$ cat config.mk
export PLATFORM = sky130hd
export DESIGN_NAME = polynomial_root_finder
export DESIGN_NICKNAME = d
export VERILOG_FILES = /design/src/rtl/core/prf_pkg.sv /design/src/rtl/core/prf_div.sv /design/src/rtl/core/prf_mac.sv /design/src/rtl/core/polynomial_root_finder.sv
export SDC_FILE = /design/constraint.sdc
export NUM_CORES = 2
export LEC_CHECK = 0
export BUFFER_PORTS_ARGS = -buffer_cell sky130_fd_sc_hd__clkbuf_2
export CORE_ASPECT_RATIO = 0.7
export CORE_MARGIN = 4
export CORE_UTILIZATION = 67
export CTS_BUF_LIST = sky130_fd_sc_hd__clkbuf_4
export CTS_CLUSTER_SIZE = 12
export DETAILED_ROUTE_END_ITERATION = 8
export HOLD_SLACK_MARGIN = 0.05
export PLACE_DENSITY = 0.84
export SYNTH_ARGS = -nofsm -noshare
export SYNTH_HDL_FRONTEND = slang
export SYNTH_HIERARCHICAL = 1
export SYNTH_SLANG_ARGS = --single-unit
$ cat constraint.sdc
create_clock -name clk_i -period 20.3 [get_ports clk_i]
set_input_delay 2.03 -clock clk_i [delete_from_list [all_inputs] [get_ports clk_i]]
set_output_delay 2.03 -clock clk_i [all_outputs]
set_load 0.1 [all_outputs]
$ cat src/rtl/core/prf_pkg.sv
// ----------------------------------------------------------------------------
// prf_pkg: shared constants and types of the polynomial root finder
// widths, register indexes, status codes and fixed-point helpers
// ----------------------------------------------------------------------------
package prf_pkg;

  localparam int unsigned DataW      = 32;
  localparam int unsigned TolW       = 31;
  localparam int unsigned StatusW    = 2;
  localparam int unsigned CfgIdxW    = 3;
  localparam int unsigned NumCoef    = 6;

  localparam int unsigned MaxTermsDef = 6;
  localparam int unsigned MaxIterDef  = 64;
  localparam int unsigned FracBitsDef = 16;

  localparam logic [TolW-1:0] TolReset = TolW'(66);

  localparam logic [CfgIdxW-1:0] RegTol = 3'd6;

  localparam logic [StatusW-1:0] StOk      = 2'd0;
  localparam logic [StatusW-1:0] StNoSign  = 2'd1;
  localparam logic [StatusW-1:0] StZeroDer = 2'd2;
  localparam logic [StatusW-1:0] StIterCap = 2'd3;

  typedef logic signed [DataW-1:0] word_t;

  // saturate a 66-bit signed value to 32 bits
  function automatic word_t sat32(input logic signed [65:0] v);
    if (v > 66'sh0_7FFF_FFFF) begin
      sat32 = 32'sh7FFF_FFFF;
    end else if (v < -66'sh0_8000_0000) begin
      sat32 = 32'sh8000_0000;
    end else begin
      sat32 = v[31:0];
    end
  endfunction

endpackage

$ cat src/rtl/core/prf_div.sv
// ----------------------------------------------------------------------------
// prf_div: signed restoring divider, one quotient bit a cycle
// computes trunc((num << frac_bits) / den), saturated to 32 bits
// ----------------------------------------------------------------------------
module prf_div #(
  parameter int unsigned FracBits = prf_pkg::FracBitsDef
) (
  input  logic                clk_i,
  input  logic                rst_ni,
  input  logic                start_i,
  input  prf_pkg::word_t      num_i,
  input  prf_pkg::word_t      den_i,
  output logic                done_o,
  output prf_pkg::word_t      quot_o
);
  localparam int unsigned NumW = 32 + FracBits;
  localparam int unsigned CntW = $clog2(NumW + 1);

  logic [NumW-1:0] n_q, n_d;
  logic [NumW-1:0] q_q, q_d;
  logic [32:0]     r_q, r_d;
  logic [31:0]     dm_q, dm_d;
  logic            neg_q, neg_d;
  logic [CntW-1:0] cnt_q, cnt_d;
  logic            busy_q, busy_d;
  logic            done_q, done_d;
  logic [32:0]     shifted;
  logic [NumW:0]   qmag;

  always_comb begin
    n_d = n_q; q_d = q_q; r_d = r_q; dm_d = dm_q; neg_d = neg_q;
    cnt_d = cnt_q; busy_d = busy_q; done_d = 1'b0;
    shifted = {r_q[31:0], n_q[NumW-1]};
    if (start_i) begin
      n_d   = {(num_i[31] ? 32'(-num_i) : 32'(num_i)), FracBits'(0)};
      dm_d  = den_i[31] ? 32'(-den_i) : 32'(den_i);
      neg_d = num_i[31] ^ den_i[31];
      q_d   = '0;
      r_d   = '0;
      cnt_d = CntW'(NumW);
      busy_d = 1'b1;
    end else if (busy_q) begin
      n_d = {n_q[NumW-2:0], 1'b0};
      if (shifted >= {1'b0, dm_q}) begin
        r_d = shifted - {1'b0, dm_q};
        q_d = {q_q[NumW-2:0], 1'b1};
      end else begin
        r_d = shifted;
        q_d = {q_q[NumW-2:0], 1'b0};
      end
      cnt_d = cnt_q - CntW'(1);
      if (cnt_q == CntW'(1)) begin
        busy_d = 1'b0;
        done_d = 1'b1;
      end
    end
  end

  always_ff @(posedge clk_i or negedge rst_ni) begin
    if (!rst_ni) begin
      busy_q <= 1'b0;
      done_q <= 1'b0;
      cnt_q  <= '0;
    end else begin
      busy_q <= busy_d;
      done_q <= done_d;
      cnt_q  <= cnt_d;
    end
  end

  always_ff @(posedge clk_i) begin
    n_q <= n_d; q_q <= q_d; r_q <= r_d; dm_q <= dm_d; neg_q <= neg_d;
  end

  // magnitude of num<<frac may reach 2^(31+frac), so widen before sign
  assign qmag   = {1'b0, q_q};
  assign done_o = done_q;
  assign quot_o = prf_pkg::sat32(neg_q ? -$signed(66'(qmag)) : $signed(66'(qmag)));
endmodule

$ cat src/rtl/core/prf_mac.sv
// ----------------------------------------------------------------------------
// prf_mac: shared fixed-point multiplier with floor shift and saturation
// one registered product per cycle
// ----------------------------------------------------------------------------
module prf_mac #(
  parameter int unsigned FracBits = prf_pkg::FracBitsDef
) (
  input  logic           clk_i,
  input  prf_pkg::word_t a_i,
  input  prf_pkg::word_t b_i,
  output prf_pkg::word_t p_o
);
  logic signed [63:0] prod;
  prf_pkg::word_t     p_q;

  // arithmetic shift right floors toward minus infinity
  assign prod = 64'(a_i) * 64'(b_i);

  always_ff @(posedge clk_i) begin
    p_q <= prf_pkg::sat32(66'(prod >>> FracBits));
  end

  assign p_o = p_q;
endmodule

$ cat src/rtl/core/polynomial_root_finder.sv
// ----------------------------------------------------------------------------
// polynomial_root_finder: bisection and newton root finder, Q16.16
// one shared multiplier and one serial divider under a small sequencer
// ----------------------------------------------------------------------------
// usage
//   write coef_0..coef_5 (index 0..5) and tolerance (index 6) on the cfg
//   channel while the block is idle; other indexes are dropped
//   a request is taken when start is high and busy is low; busy stays
//   high through the result strobe done_o, which lasts one cycle and carries
//   status_o, bisection_root_o and newton_root_o
// operation
//   every polynomial evaluation runs each term through the shared
//   multiplier (product, sum, power step) and then returns; a bisection
//   step is one evaluation, a newton step two evaluations plus a serial
//   division; one request runs at most MaxIter steps of each method.
// reset
//   coefficients clear to zero, tolerance to about 0.001, sequencer idles
// the receiver cannot stall; a result is shown in its strobe cycle only
// ----------------------------------------------------------------------------
module polynomial_root_finder #(
  parameter int unsigned MaxTerms = prf_pkg::MaxTermsDef,
  parameter int unsigned MaxIter  = prf_pkg::MaxIterDef,
  parameter int unsigned FracBits = prf_pkg::FracBitsDef
) (
  input  logic                            clk_i,
  input  logic                            rst_ni,
  input  logic                            start,
  output logic                            busy,
  output logic                            done_o,
  input  logic                            cfg_valid_i,
  output logic                            cfg_ready_o,
  input  logic [prf_pkg::CfgIdxW-1:0]     cfg_index_i,
  input  logic [31:0]                     cfg_data_i,
  input  logic signed [31:0]              range_low_i,
  input  logic signed [31:0]              range_high_i,
  output logic [prf_pkg::StatusW-1:0]     status_o,
  output logic signed [31:0]              bisection_root_o,
  output logic signed [31:0]              newton_root_o
);
  localparam int unsigned TermW = $clog2(prf_pkg::NumCoef + 1);
  localparam int unsigned IterW = $clog2(MaxIter + 1);
  localparam int unsigned NTerm = (MaxTerms < prf_pkg::NumCoef) ? MaxTerms : prf_pkg::NumCoef;

  // sequencer states
  localparam logic [3:0] S_IDLE   = 4'd0;
  localparam logic [3:0] S_EVAL   = 4'd1;  // issue term product
  localparam logic [3:0] S_ACC    = 4'd2;  // add product, issue power step
  localparam logic [3:0] S_PWR    = 4'd3;  // capture power
  localparam logic [3:0] S_FA     = 4'd4;
  localparam logic [3:0] S_FB     = 4'd5;
  localparam logic [3:0] S_BMID   = 4'd6;
  localparam logic [3:0] S_NF     = 4'd7;
  localparam logic [3:0] S_ND     = 4'd8;
  localparam logic [3:0] S_DIV    = 4'd9;
  localparam logic [3:0] S_NSTEP  = 4'd10;
  localparam logic [3:0] S_OUT    = 4'd11;
  localparam logic [3:0] S_NSTART = 4'd12;
  localparam logic [3:0] S_BSTEP  = 4'd13;

  prf_pkg::word_t coef_q [prf_pkg::NumCoef];
  logic [prf_pkg::TolW-1:0] tol_q;

  logic [3:0] st_q, st_d, ret_q, ret_d;
  prf_pkg::word_t a_q, a_d, b_q, b_d, fa_q, fa_d;
  prf_pkg::word_t x_q, x_d, ex_q, ex_d, pw_q, pw_d, sum_q, sum_d;
  prf_pkg::word_t f_q, f_d, br_q, br_d;
  logic [TermW-1:0] term_q, term_d;
  logic [IterW-1:0] it_q, it_d;
  logic deriv_q, deriv_d;
  logic [prf_pkg::StatusW-1:0] stat_q, stat_d;
  logic done_q, done_d;

  prf_pkg::word_t ma, mb, mp, quot, coef_sel, dcoef, mid, nx;
  logic mul_a_pwr;
  logic div_start, div_done;
  logic signed [65:0] wsum, tol_s;

  prf_mac #(.FracBits(FracBits)) u_mac (
    .clk_i (clk_i), .a_i (ma), .b_i (mb), .p_o (mp)
  );

  prf_div #(.FracBits(FracBits)) u_div (
    .clk_i (clk_i), .rst_ni (rst_ni), .start_i (div_start),
    .num_i (f_q), .den_i (sum_q), .done_o (div_done), .quot_o (quot)
  );

  // config channel is always open; by contract writes come only while idle, which the block itself does not enforce
  assign cfg_ready_o = 1'b1;

  always_ff @(posedge clk_i or negedge rst_ni) begin
    if (!rst_ni) begin
      for (int i = 0; i < prf_pkg::NumCoef; i++) coef_q[i] <= '0;
      tol_q <= prf_pkg::TolReset;
    end else if (cfg_valid_i) begin
      if (cfg_index_i < prf_pkg::RegTol) begin
        coef_q[cfg_index_i] <= cfg_data_i;
      end else if (cfg_index_i == prf_pkg::RegTol) begin
        tol_q <= cfg_data_i[prf_pkg::TolW-1:0];
      end
    end
  end

  assign tol_s = 66'($unsigned(tol_q));

  // coefficient for the current term; derivative uses i*coef_i
  always_comb begin
    coef_sel = '0;
    for (int i = 0; i < prf_pkg::NumCoef; i++) begin
      if (term_q == TermW'(i)) coef_sel = coef_q[i];
    end
    dcoef = prf_pkg::sat32(66'(coef_sel) * $signed(66'(term_q)));
  end

  function automatic logic [1:0] sgn(input prf_pkg::word_t v);
    sgn = (v == '0) ? 2'b00 : (v[31] ? 2'b11 : 2'b01);
  endfunction

  function automatic logic signed [65:0] abs66(input logic signed [65:0] v);
    abs66 = v[65] ? -v : v;
  endfunction

  always_comb begin
    mul_a_pwr = (st_q == S_ACC);
    ma = mul_a_pwr ? pw_q : (deriv_q ? dcoef : coef_sel);
    mb = mul_a_pwr ? ex_q : pw_q;
    wsum = 66'(a_q) + 66'(b_q);
    mid = wsum[32:1];
    nx = prf_pkg::sat32(66'(x_q) - 66'(quot));
  end

  always_comb begin
    st_d = st_q; ret_d = ret_q; a_d = a_q; b_d = b_q; fa_d = fa_q;
    x_d = x_q; ex_d = ex_q; pw_d = pw_q; sum_d = sum_q; f_d = f_q; br_d = br_q;
    term_d = term_q; it_d = it_q; deriv_d = deriv_q; stat_d = stat_q;
    done_d = 1'b0; div_start = 1'b0;
    case (st_q)
      S_IDLE: begin
        // no new request while the result strobe is still up
        if (start && !done_q) begin
          a_d = range_low_i; b_d = range_high_i;
          ex_d = range_low_i; deriv_d = 1'b0; ret_d = S_FA;
          pw_d = prf_pkg::sat32(66'sd1 <<< FracBits);
          sum_d = '0; term_d = '0; st_d = S_EVAL;
        end
      end
      S_EVAL: begin
        if (term_q >= TermW'(NTerm)) begin
          st_d = ret_q;
        end else if (deriv_q && term_q == '0) begin
          // derivative skips the constant term but keeps the power at 1
          term_d = TermW'(1); st_d = S_EVAL;
        end else begin
          st_d = S_ACC;
        end
      end
      S_ACC: begin
        sum_d = prf_pkg::sat32(66'(sum_q) + 66'(mp));
        st_d = S_PWR;
      end
      S_PWR: begin
        // derivative power starts at 1 for term 1; the power steps after every term
        if (!(deriv_q && term_q == TermW'(1) && 1'b0)) pw_d = mp;
        term_d = term_q + TermW'(1);
        st_d = S_EVAL;
      end
      S_FA: begin
        fa_d = sum_q; ex_d = b_q; ret_d = S_FB;
        pw_d = prf_pkg::sat32(66'sd1 <<< FracBits); sum_d = '0; term_d = '0;
        st_d = S_EVAL;
      end
      S_FB: begin
        it_d = '0; br_d = '0;
        if (!(sgn(fa_q) == 2'b01 && sgn(sum_q) == 2'b11) &&
            !(sgn(fa_q) == 2'b11 && sgn(sum_q) == 2'b01)) begin
          stat_d = prf_pkg::StNoSign; st_d = S_NSTART;
        end else begin
          stat_d = prf_pkg::StOk; st_d = S_BSTEP;
        end
      end
      S_BSTEP: begin
        if (it_q == IterW'(MaxIter)) begin
          stat_d = prf_pkg::StIterCap; st_d = S_NSTART;
        end else begin
          ex_d = mid; br_d = mid; ret_d = S_BMID;
          pw_d = prf_pkg::sat32(66'sd1 <<< FracBits); sum_d = '0; term_d = '0;
          st_d = S_EVAL;
        end
      end
      S_BMID: begin
        if (sum_q == '0 || abs66(66'(a_q) - 66'(b_q)) < tol_s) begin
          st_d = S_NSTART;
        end else begin
          if (sgn(sum_q) == sgn(fa_q)) begin
            a_d = br_q; fa_d = sum_q;
          end else begin
            b_d = br_q;
          end
          it_d = it_q + IterW'(1);
          st_d = S_BSTEP;
        end
      end
      S_NSTART: begin
        x_d = prf_pkg::sat32(66'sd1 <<< FracBits); it_d = '0;
        ex_d = prf_pkg::sat32(66'sd1 <<< FracBits);
        deriv_d = 1'b0; ret_d = S_NF;
        pw_d = prf_pkg::sat32(66'sd1 <<< FracBits); sum_d = '0; term_d = '0;
        st_d = S_EVAL;
      end
      S_NF: begin
        f_d = sum_q;
        if (abs66(66'(sum_q)) <= tol_s) begin
          st_d = S_OUT;
        end else begin
          deriv_d = 1'b1; ret_d = S_ND;
          pw_d = prf_pkg::sat32(66'sd1 <<< FracBits); sum_d = '0; term_d = '0;
          st_d = S_EVAL;
        end
      end
      S_ND: begin
        if (sum_q == '0) begin
          if (stat_q == prf_pkg::StOk) stat_d = prf_pkg::StZeroDer;
          st_d = S_OUT;
        end else begin
          div_start = 1'b1; st_d = S_DIV;
        end
      end
      S_DIV: begin
        if (div_done) st_d = S_NSTEP;
      end
      S_NSTEP: begin
        if (abs66(66'(nx) - 66'(x_q)) <= tol_s) begin
          st_d = S_OUT;
        end else if (it_q == IterW'(MaxIter - 1)) begin
          x_d = nx;
          if (stat_q == prf_pkg::StOk) stat_d = prf_pkg::StIterCap;
          st_d = S_OUT;
        end else begin
          x_d = nx; ex_d = nx; it_d = it_q + IterW'(1);
          deriv_d = 1'b0; ret_d = S_NF;
          pw_d = prf_pkg::sat32(66'sd1 <<< FracBits); sum_d = '0; term_d = '0;
          st_d = S_EVAL;
        end
      end
      S_OUT: begin
        done_d = 1'b1; st_d = S_IDLE;
      end
      default: st_d = S_IDLE;
    endcase
  end

  always_ff @(posedge clk_i or negedge rst_ni) begin
    if (!rst_ni) begin
      st_q <= S_IDLE; ret_q <= S_IDLE; done_q <= 1'b0;
      term_q <= '0; it_q <= '0; deriv_q <= 1'b0; stat_q <= prf_pkg::StOk;
    end else begin
      st_q <= st_d; ret_q <= ret_d; done_q <= done_d;
      term_q <= term_d; it_q <= it_d; deriv_q <= deriv_d; stat_q <= stat_d;
    end
  end

  always_ff @(posedge clk_i) begin
    a_q <= a_d; b_q <= b_d; fa_q <= fa_d; x_q <= x_d; ex_q <= ex_d;
    pw_q <= pw_d; sum_q <= sum_d; f_q <= f_d; br_q <= br_d;
  end

  assign busy = (st_q != S_IDLE) || done_q;
  assign done_o = done_q;
  assign status_o = stat_q;
  assign bisection_root_o = br_q;
  assign newton_root_o = x_q;
endmodule

==> impl_metrics.ini <==
[clock_tree]
cts_buffer_depth = 3
hold_buffers = 0
clk_latency_ns = 1.24
numCtsBuffers = 177
path_clk_slew_ns = 0.08
h-tree-depth = 4
ctsResizeCount = 0
clockRootBuffer = clkbuf_4
cts_tree = built
post_cts_buffers = 0
cts_num_sinks = 718

[drt]
avgRoutedWirePerCell_um = 25.4
vias_per_cell = 6.39
num_vias = 74300
totalWireLength_um = 295000
drt_first_iter_violations = 9615
route.detailed.drc = 0
postRouteAntennaNets = 0
drtPass1Iterations = 7

[critical_path]
crit_end = u_mac/p_o[3]
path_max_fanout = 37
required_ns = 21.38
r2r.worst_path.cells = 57
r2r_setup_slack_ns = 1.97
start_kind = register
arrival_ns = 19.41
startpoint = term_q[0]
rr_endpoint = u_mac/p_o[3]
crit_slowest_cell = a2111oi_0
cpMostUsedCell = fa_1
slowest_delay_ns = 0.98
crit_path_end_kind = register
rr_startpoint = term_q[0]
path_class = reg -> reg

[logic_synthesis]
ys_types = 133
yosysSeqAreaShare = 0.217
synthCells = 9678
synth_edf_count = 353
synth_area_leaders = fa_1 (25%), edfxtp_1 (12%), ha_1 (7.8%)
synthTopCellsByCount = inv_1 (1510), nand2_1 (1141), fa_1 (1119), and2_1 (649), ha_1 (548)
yosysWarnings = 6
synth_seq_cells = 718
synth_most_common_cell = inv_1
synth_top_cell_by_area = fa_1
synth_top_area_share = 0.254
synth_area_um2 = 88400
synthFlopType = edfxtp_1
async_reset_ff_frac = 0.352
syn_area_per_cell_um2 = 9.13
syn_nets = 11400

[die]
coreArea_um2 = 131000
die-area_um2 = 138000
start_util = 0.675
ioPinCount = 172
rows = 111
die_x_um = 442
dieHeight_um = 312

[place]
dpl.hpwl_um = 231000
place.port_buffers = 170
gp_congestion = 1.05
dp_cells = 11300

[min_path]
hold_path_class = reg -> reg

[sta]
setup_violations = 0
fin_skew_ns = 0.0984
max_freq_mhz = 54.6
hold_viol = 0
rsz0062_at_grt = no
relSlewSlack = 0.154
finalSetupTns_ns = 0
fin_crit_ns = 18.33
fin_hold_ws_ns = 0.474
period_share = 0.903
tightest_slew_ns = 1.26
final-max-slew-violation-count = 0

[grt]
antenna_found_initial = 29
grt_max_degree = 172
track_usage = 0.428
grt_pass1_vias = 74800
overflow = 0
grt_pass1_wl_um = 452000

[layout]
fill_cells = 9750
drive_gt1_frac = 0.108
area_growth_syn_to_layout_pct = 5.89
final_cells = 11600
nets = 11500

[pwr]
leakage_nw = 44.1
ir_worst_vdd_mv = 0.0756
p_per_area_nw_per_um2 = 35.3

[run_status]
status = finished, final reports clean

[job]
max_cap_violations = 0
[worst min path at each step]
stage                  start            end  slack, ns  cells past startpoint
3_5_place_dp   u_div/r_q[31]  u_div/r_q[31]       0.46                      2
4_1_cts         u_div/r_q[3]   u_div/r_q[4]       0.46                      2
5_1_grt             ret_q[2]        st_q[2]       0.50                      1
3_3_place_gp   u_div/r_q[31]  u_div/r_q[31]       0.45                      2
2_1_floorplan  u_div/r_q[31]  u_div/r_q[31]       0.43                      2
6_report            ret_q[2]        st_q[2]       0.47                      1
[report_power, final]
group | switching, mW | internal (mW) | leakage (nW) | total (mW)
Clock | 0.696 | 0.646 | 1.40 | 1.34
Combinational | 0.173 | 0.122 | 35.7 | 0.295
Sequential | 0.0555 | 1.61 | 6.97 | 1.67
Total | 0.924 | 2.38 | 44.1 | 3.31
[flip-flops by register name (all words and copies together) (netlist names), 31 cells and up]
register          count
u_div/dm_q           32
pw_q                 32
u_mac/p_o            32
newton_root_o        32
sum_q                32
coef_q              192
ex_q                 32
tol_q                31
u_div/n_q            32
b_q                  32
u_div/q_q            48
f_q                  32
a_q                  32
fa_q                 32
u_div/r_q            32
bisection_root_o     32
[placed cells by master (no fill, tap or decap), types with 112 or more instances in the layout]
master / count
nor2_1: 477
dfrtp_1: 250
mux2_2: 227
clkbuf_4: 258
a21oi_1: 364
xnor2_1: 260
clkbuf_2: 169
a21o_1: 147
xor2_1: 159
fa_1: 1119
inv_1: 1510
nand3_1: 114
ha_1: 547
buf_4: 170
o21ai_0: 359
nand2_1: 1123
dfxtp_1: 112
edfxtp_1: 353
and2_1: 648
[per-stage QoR]
stage,instance area [um^2],setup slack [ns],power (mW),utilization
CTS,93500,2.37,3.29,0.714
finish,93600,1.97,3.31,0.714
detailed placement,91200,2.45,1.97,0.696
global placement,91200,2.98,1.95,0.696
global route,93500,0.965,3.41,0.714
floorplan,88400,4.92,1.84,-
[worst max-delay path: cells and delay by family (launching register included)]
| family | cells | cell delay [ns] |
|---|---|---|
| compound gates | 18 | 5.17 |
| fa+ha+maj | 13 | 6.01 |
| buf+inv | 14 | 2.83 |
| xor+xnor | 2 | 0.41 |
| simple gates | 10 | 3.29 |
| flops | 1 | 0.36 |
[cell families after synthesis]
family	share of synthesized area
and+or+nand+nor	0.166
buffers and inverters	0.0868
adders and majority gates	0.332
AOI/OAI and AO/OA	0.121
DFF	0.217
xor gates and xnor gates	0.0417
muxes	0.0356
other	0.0000424
[per-layer routing]
layer,GRT usage,part of all wire,vias up
met3,0.196,0.16,872
met5,0.00345,0.0018,-
met4,0.177,0.048,38
met2,0.577,0.40,5194
met1,0.594,0.39,36400
li1,-,-,31800
[cell type report]
type | count | area (um^2) | share of cell area
multi-input combinational | 6961 | 61900 | 0.661
sequential | 718 | 19200 | 0.205
inverter | 1512 | 5680 | 0.0607
timing repair buffer | 345 | 2240 | 0.0239
tap | 1751 | 2190 | 0.0234
clock buffer | 258 | 1940 | 0.0207
clock inverter | 60 | 439 | 0.00469
antenna | 17 | 42.5 | 0.000455
(Power assumes the default switching activity.)
